--- src/design/rfwe_pkg.sv ---
// rfwe_pkg: shared types and constants for the repeated fault window escalator
// used by rfwe_slot_eval and repeated_fault_window_escalator
package rfwe_pkg;

  localparam int unsigned TickW = 32;

  // result codes, message codes 0x28 0x29 0x30 0x31
  localparam logic [1:0] CODE_LOW_WARN   = 2'd0;
  localparam logic [1:0] CODE_HIGH_WARN  = 2'd1;
  localparam logic [1:0] CODE_LOW_PAUSE  = 2'd2;
  localparam logic [1:0] CODE_HIGH_PAUSE = 2'd3;

  localparam logic [TickW-1:0] WindowReset = 32'd1000;

  typedef enum logic [1:0] {
    ST_IDLE,
    ST_RUN,
    ST_DONE
  } state_t;

  // update decided for one slot
  typedef struct packed {
    logic             wr;
    logic [TickW-1:0] wdata;
    logic             occupied;
  } slot_upd_t;

endpackage

--- src/design/rfwe_ram.sv ---
// rfwe_ram: generic single write port, single read port ram with registered read
// no dependencies
module rfwe_ram #(
  parameter int WIDTH = 32,
  parameter int DEPTH = 8
) (
  input  logic                     clk,
  input  logic                     we,
  input  logic [$clog2(DEPTH)-1:0] waddr,
  input  logic [WIDTH-1:0]         wdata,
  input  logic                     re,
  input  logic [$clog2(DEPTH)-1:0] raddr,
  output logic [WIDTH-1:0]         rdata
);

  logic [WIDTH-1:0] mem [DEPTH];

  always_ff @(posedge clk) begin
    if (we) begin
      mem[waddr] <= wdata;
    end
    if (re) begin
      rdata <= mem[raddr];
    end
  end

endmodule

--- src/design/rfwe_slot_eval.sv ---
// rfwe_slot_eval: decides the new value of one timestamp slot and its occupancy
// depends on rfwe_pkg
module rfwe_slot_eval (
  input  logic [rfwe_pkg::TickW-1:0] slot,
  input  logic [rfwe_pkg::TickW-1:0] now,
  input  logic [rfwe_pkg::TickW-1:0] window,
  input  logic                       placed,
  output rfwe_pkg::slot_upd_t        upd
);

  logic [rfwe_pkg::TickW-1:0] age;
  logic                       cand;

  always_comb begin
    age  = now - slot;
    cand = (slot == '0) || (age > window);
    upd.wr    = cand;
    // first free or stale slot takes the tick, later ones are emptied
    upd.wdata = placed ? '0 : now;
    upd.occupied = cand ? (!placed && (now != '0)) : 1'b1;
  end

endmodule

--- src/design/repeated_fault_window_escalator.sv ---
// repeated_fault_window_escalator: top level, sequencer around the slot ram
// depends on rfwe_pkg, rfwe_ram, rfwe_slot_eval
//
//   channel  signals                          payload
//   in       in_valid / in_ready              fault_kind, now_tick
//   out      out_valid / out_ready            escalate, fault_code, recent_count
//   cfg      cfg_wen                          cfg_wdata (window_ticks)
//
// an event is walked slot by slot from transfer to result: one ram read is
// issued per cycle and each slot is evaluated and written back the next cycle.
// reset is synchronous; slot contents are masked by per-entry valid bits, so
// no clearing pass is needed. a waiting result sits in the output register;
// the next event is taken once the walk ends and the result has moved there.
module repeated_fault_window_escalator #(
  parameter int SLOTS = 4
) (
  input  logic        clk,
  input  logic        rst,
  input  logic        in_valid,
  output logic        in_ready,
  input  logic        fault_kind,
  input  logic [31:0] now_tick,
  output logic        out_valid,
  input  logic        out_ready,
  output logic        escalate,
  output logic [1:0]  fault_code,
  output logic [2:0]  recent_count,
  input  logic        cfg_wen,
  input  logic [31:0] cfg_wdata
);

  localparam int Depth = 2 * SLOTS;
  localparam int AW    = $clog2(Depth);
  localparam int CW    = $clog2(SLOTS + 1);
  localparam int SatCount = (SLOTS > 7) ? 7 : SLOTS;

  rfwe_pkg::state_t state, state_next;

  logic [rfwe_pkg::TickW-1:0] window_ticks;
  logic                       kind;
  logic [rfwe_pkg::TickW-1:0] now;
  logic                       placed;
  logic [CW-1:0]              count;
  logic [CW-1:0]              pos;
  logic                       res_esc;
  logic [CW-1:0]              res_count;
  logic [Depth-1:0]           valid;
  logic                       rd_valid;

  logic                       rd_en;
  logic [AW-1:0]              rd_addr;
  logic [AW-1:0]              wr_addr;
  logic [rfwe_pkg::TickW-1:0] rd_data;
  logic [rfwe_pkg::TickW-1:0] slot_val;
  rfwe_pkg::slot_upd_t        upd;
  logic [CW-1:0]              count_next;
  logic                       last_slot;
  logic                       esc_now;
  logic                       accept;
  logic                       load_out;
  logic [AW-1:0]              base_in;
  logic [AW-1:0]              base_run;

  assign accept    = in_valid && in_ready;
  assign base_in   = fault_kind ? AW'(SLOTS) : '0;
  assign base_run  = kind ? AW'(SLOTS) : '0;
  assign slot_val  = rd_valid ? rd_data : '0;
  assign wr_addr   = base_run + AW'(pos);
  assign last_slot = (pos == CW'(SLOTS - 1));
  assign count_next = count + CW'(upd.occupied);
  assign esc_now   = (count_next == CW'(SLOTS));

  rfwe_slot_eval u_eval (
    .slot   (slot_val),
    .now    (now),
    .window (window_ticks),
    .placed (placed),
    .upd    (upd)
  );

  rfwe_ram #(
    .WIDTH (rfwe_pkg::TickW),
    .DEPTH (Depth)
  ) u_slots (
    .clk   (clk),
    .we    ((state == rfwe_pkg::ST_RUN) && upd.wr),
    .waddr (wr_addr),
    .wdata (upd.wdata),
    .re    (rd_en),
    .raddr (rd_addr),
    .rdata (rd_data)
  );

  always_ff @(posedge clk) begin
    if (rst) begin
      state <= rfwe_pkg::ST_IDLE;
    end else begin
      state <= state_next;
    end
  end

  always_comb begin
    state_next = state;
    in_ready   = 1'b0;
    rd_en      = 1'b0;
    rd_addr    = base_in;
    load_out   = 1'b0;
    unique case (state)
      rfwe_pkg::ST_IDLE: begin
        in_ready = 1'b1;
        rd_en    = in_valid;
        if (in_valid) begin
          state_next = rfwe_pkg::ST_RUN;
        end
      end
      rfwe_pkg::ST_RUN: begin
        rd_en   = !last_slot;
        rd_addr = base_run + AW'(pos) + AW'(1);
        if (last_slot) begin
          state_next = rfwe_pkg::ST_DONE;
        end
      end
      rfwe_pkg::ST_DONE: begin
        if (!out_valid || out_ready) begin
          load_out   = 1'b1;
          state_next = rfwe_pkg::ST_IDLE;
        end
      end
      default: state_next = rfwe_pkg::ST_IDLE;
    endcase
  end

  // control and valid bits
  always_ff @(posedge clk) begin
    if (rst) begin
      window_ticks <= rfwe_pkg::WindowReset;
      valid        <= '0;
      out_valid    <= 1'b0;
    end else begin
      if (cfg_wen) begin
        window_ticks <= cfg_wdata;
      end
      if (state == rfwe_pkg::ST_RUN) begin
        // full bank on the last slot: drop the whole bank
        if (last_slot && esc_now) begin
          for (int e = 0; e < Depth; e++) begin
            if ((e >= SLOTS) == kind) begin
              valid[e] <= 1'b0;
            end
          end
        end else if (upd.wr) begin
          valid[wr_addr] <= 1'b1;
        end
      end
      if (load_out) begin
        out_valid <= 1'b1;
      end else if (out_ready) begin
        out_valid <= 1'b0;
      end
    end
  end

  // datapath
  always_ff @(posedge clk) begin
    if (rd_en) begin
      rd_valid <= valid[rd_addr];
    end
    if (accept) begin
      kind   <= fault_kind;
      now    <= now_tick;
      placed <= 1'b0;
      count  <= '0;
      pos    <= '0;
    end else if (state == rfwe_pkg::ST_RUN) begin
      placed <= placed || upd.wr;
      count  <= count_next;
      pos    <= pos + CW'(1);
      if (last_slot) begin
        res_esc   <= esc_now;
        res_count <= count_next;
      end
    end
    if (load_out) begin
      escalate     <= res_esc;
      fault_code   <= res_esc ? (kind ? rfwe_pkg::CODE_HIGH_PAUSE : rfwe_pkg::CODE_LOW_PAUSE)
                              : (kind ? rfwe_pkg::CODE_HIGH_WARN : rfwe_pkg::CODE_LOW_WARN);
      recent_count <= (res_count > CW'(SatCount)) ? 3'(SatCount) : 3'(res_count);
    end
  end

  a_run_pos_in_bank: assert property (@(posedge clk) disable iff (rst)
    state == rfwe_pkg::ST_RUN |-> pos < CW'(SLOTS))
    else $error("slot walk ran past the bank");

  a_accept_starts_walk: assert property (@(posedge clk) disable iff (rst)
    in_valid && in_ready |=> state == rfwe_pkg::ST_RUN && pos == '0)
    else $error("transfer did not start a slot walk");

  a_escalate_full: assert property (@(posedge clk) disable iff (rst)
    out_valid && escalate |-> recent_count == 3'(SatCount))
    else $error("escalation without a full bank");

  a_code_matches_escalate: assert property (@(posedge clk) disable iff (rst)
    out_valid |-> fault_code[1] == escalate)
    else $error("fault code disagrees with escalate");

endmodule
--- config.mk ---
export PLATFORM = sky130hd
export DESIGN_NAME = repeated_fault_window_escalator
export DESIGN_NICKNAME = d
export VERILOG_FILES = /design/src/design/rfwe_pkg.sv /design/src/design/rfwe_ram.sv /design/src/design/rfwe_slot_eval.sv /design/src/design/repeated_fault_window_escalator.sv
export SDC_FILE = /design/constraint.sdc
export NUM_CORES = 1
export LEC_CHECK = 0
export BUFFER_PORTS_ARGS = -buffer_cell sky130_fd_sc_hd__buf_2
export CAP_MARGIN = 30
export CELL_PAD_IN_SITES_DETAIL_PLACEMENT = 0
export CELL_PAD_IN_SITES_GLOBAL_PLACEMENT = 1
export CORE_ASPECT_RATIO = 1.75
export CORE_MARGIN = 3
export CORE_UTILIZATION = 35
export DETAILED_ROUTE_END_ITERATION = 12
export PLACE_DENSITY = 0.57
export SLEW_MARGIN = 10
export SYNTH_ARGS = -nofsm -noshare
export SYNTH_HDL_FRONTEND = slang
export SYNTH_SLANG_ARGS = --single-unit
--- constraint.sdc ---
create_clock -name clk -period 5.65 [get_ports clk]
set_input_delay 0.2825 -clock clk [delete_from_list [all_inputs] [get_ports clk]]
set_output_delay 0.2825 -clock clk [all_outputs]
set_load 0.1 [all_outputs]
==> results.cfg <==
[grt]
track_usage_pct = 16.8
grt_pass1_vias = 10900
overflow = 0
grt_pass1_wl_mm = 64.5
grt_max_degree = 49
grt_antenna_before_repair = 0

[worst_setup_path]
crit_buf_inv = 4
cp.arrival_ns = 6.06
end_kind = flip-flop
cp_slowest_cell = edfxtp_1
crit_type = flip-flop to flip-flop
crit_required_ns = 6.07
max_stage_delay_ns = 0.51
r2r_setup_slack_ns = 0.007
path_max_fanout = 8
crit_family = compound AO/OA/AOI/OAI gates
startpoint_type = flip-flop

[cts]
cts_buffer_depth = 3
numCtsBuffers = 38
clk-insertion-delay-late_ns = 0.53
cts_root_buf = clkbuf_16
cts_sinks = 381
htree_levels = 2
clkTransAtPathRegs_ns = 0.06
tritoncts = built

[final_layout]
final_util_pct = 45.2
nets = 1557
antenna_cells = 0
fillers = 4216
layout-drive-gt1-share_pct = 25.8
syn_to_final_growth_pct = 26.7

[die]
fp.dieH_um = 296
pin_count = 78
die_area_um2 = 50800
core_area_um2 = 47200
rows = 105
floorplan.initialDensity_pct = 35.7
die_w_um = 172

[synth]
yosysMostFrequentCell = edfxtp_1
avgSynthCellArea_um2 = 14.7
syn_inst = 1147
syn-num-nets = 1286
synth.distinct_cells = 53
yosysWarnings = 0
synth_top_area_share_pct = 59.1
synth_top_family_by_area = multiplexers
synth-seq-cells = 381
async_reset_ff_share_pct = 0
synth_xor_area_share_pct = 1.46
netlist_top_cells_count = 331 x edfxtp_1, 93 x mux2i_1, 68 x ha_1
yosys-mux-area-fraction_pct = 10.0
ys_seq_area_share_pct = 65.0
yosys.area.top_type = edfxtp_1
synth-edff-count = 331
synthSimpleGateAreaFrac_pct = 7.39
synth_area_leaders = edfxtp_1 59%, dfxtp_1 6.0%, mux2i_1 5.5%, ha_1 5.1%, mux4_2 4.4%
synth_area_um2 = 16800
synthAdderAreaFrac_pct = 5.18
synth_top_flop_cell = edfxtp_1
synth_compound_area_share_pct = 8.71

[min_path]
hold_path.class = input pin to flip-flop

[run_status]
status = complete, no violations

[detailed_routing]
wl_mm = 43.3
drt_pass1_iterations = 7
vias = 10400
avgViaCountPerCell = 5.12
drt_iter0_markers = 457
detail_route.wl_per_cell_um = 21.3
drt.antenna.violating_nets = 0
drcViolationCount = 0

[sta]
period_share_pct = 99.9
final-max-slew-violation-count = 0
grt_setup_unrepaired = yes
fin_worst_skew_ns = 0.0129
fin_setup_tns_ns = 0
setup_viol = 0
hold_viol_final = 0
tightestPinTransition_ns = 0.959
fin_ws_ns = 0.00716
period_needed_ns = 5.64
fmax_ghz = 0.177
relSlewSlack_pct = 36.0
worst_hold_slack_ns = 0.0348

[place]
hpwl_mm = 27.9
port_buffers = 77
place_congestion = 0.770
pre_cts_slack_ns = -0.756

[run]
max_cap_viol_count = 0

[power_and_ir_drop]
power.density_nw_per_um2 = 375
p_total_uw = 7990
p_leak_uw = 0.00808
peakVddDrop_mv = 0.199
## metal layers
layer / GRT usage, % / wire length (um) / vias up
li1: - / - / 4973
met1: 20.0 / 17700 / 5214
met2: 31.5 / 23200 / 152
met3: 1.76 / 1080 / 63
met4: 5.74 / 1360 / 0
met5: 0 / 0 / -
## where the power goes
part / internal (uW) / switching [uW]
logic: 924 / 1050
registers: 3360 / 111
clock network: 1490 / 1060
total: 5770 / 2220
## through the flow
stage | instances | area [um2]
2_1_floorplan | 1147 | 16800
4_1_cts | 2023 | 20900
3_5_place_dp | 1890 | 18800
3_3_place_gp | 1890 | 18800
6_report | 2032 | 21300
5_1_grt | 2032 | 21300
## worst min-delay path, stage by stage
cell and delay, ns:
buf_2 0.10, mux2i_1 0.06, nor2_1 0.08
## cells in the final DEF (no fill, tap or decap), types with 16 or more instances in the layout
| master | instances |
|---|---|
| mux2i_1 | 93 |
| buf_4 | 123 |
| inv_1 | 43 |
| nor2_1 | 60 |
| mux4_2 | 33 |
| clkbuf_16 | 40 |
| buf_2 | 77 |
| xnor2_1 | 19 |
| nand2_1 | 55 |
| dfxtp_1 | 50 |
| a21o_1 | 50 |
| edfxtp_1 | 331 |
| nor2b_1 | 39 |
| a21oi_1 | 16 |
| nor4_1 | 17 |
| a221oi_1 | 34 |
| dlygate4sd3_1 | 64 |
| ha_1 | 54 |
## path summary, 6_finish.rpt
check                     start          endpoint  cells past startpoint
setup / recovery       rd_valid          valid[6]                     29
hold / removal    cfg_wdata[22]  window_ticks[22]                      3
setup reg to reg       rd_valid          valid[6]                     29
hold reg to reg         res_esc          escalate                      0
## state kept, by name, indices dropped and copies added, names as in the netlist
| signal | count |
|---|---|
| u_slots.mem | 256 |
| now | 32 |
| u_slots.rdata | 32 |
| window_ticks | 32 |
| valid | 8 |
| count | 3 |
| pos | 3 |
| recent_count | 3 |
| res_count | 3 |
| state | 2 |
| escalate | 1 |
| fault_code | 1 |
| kind | 1 |
| out_valid | 1 |
| placed | 1 |
| rd_valid | 1 |
| res_esc | 1 |
## repair_timing
| item | CTS | global route |
|---|---|---|
| hold endpoints to repair | 64 | 0 |
| endpoints found under the setup margin | 269 | 267 |
| gates cloned | 0 | 1 |
| hold buffers | 64 | 0 |
| pin swaps | 20 | 38 |
| gates resized for setup | 29 | 60 |
| buffers inserted | 4 | 7 |
## area by class of cell
| type | instances | area (um2) | share of cell area, % |
|---|---|---|---|
| tap | 588 | 736 | 3.45 |
| clock inverter | 25 | 255 | 1.20 |
| multi-input combinational | 673 | 5990 | 28.1 |
| clock buffer | 41 | 983 | 4.62 |
| sequential | 381 | 10900 | 51.3 |
| timing repair buffer | 279 | 2240 | 10.5 |
| inverter | 45 | 169 | 0.793 |
## kinds of logic after synthesis
kind of cell / count (synthesis)
DFF: 381
and+or+nand+nor: 250
muxes: 127
adders and majority gates: 69
buffers and inverters: 93
xor gates and xnor gates: 28
AOI/OAI and AO/OA: 199
Note: power is estimated with default switching activity, not from simulation.
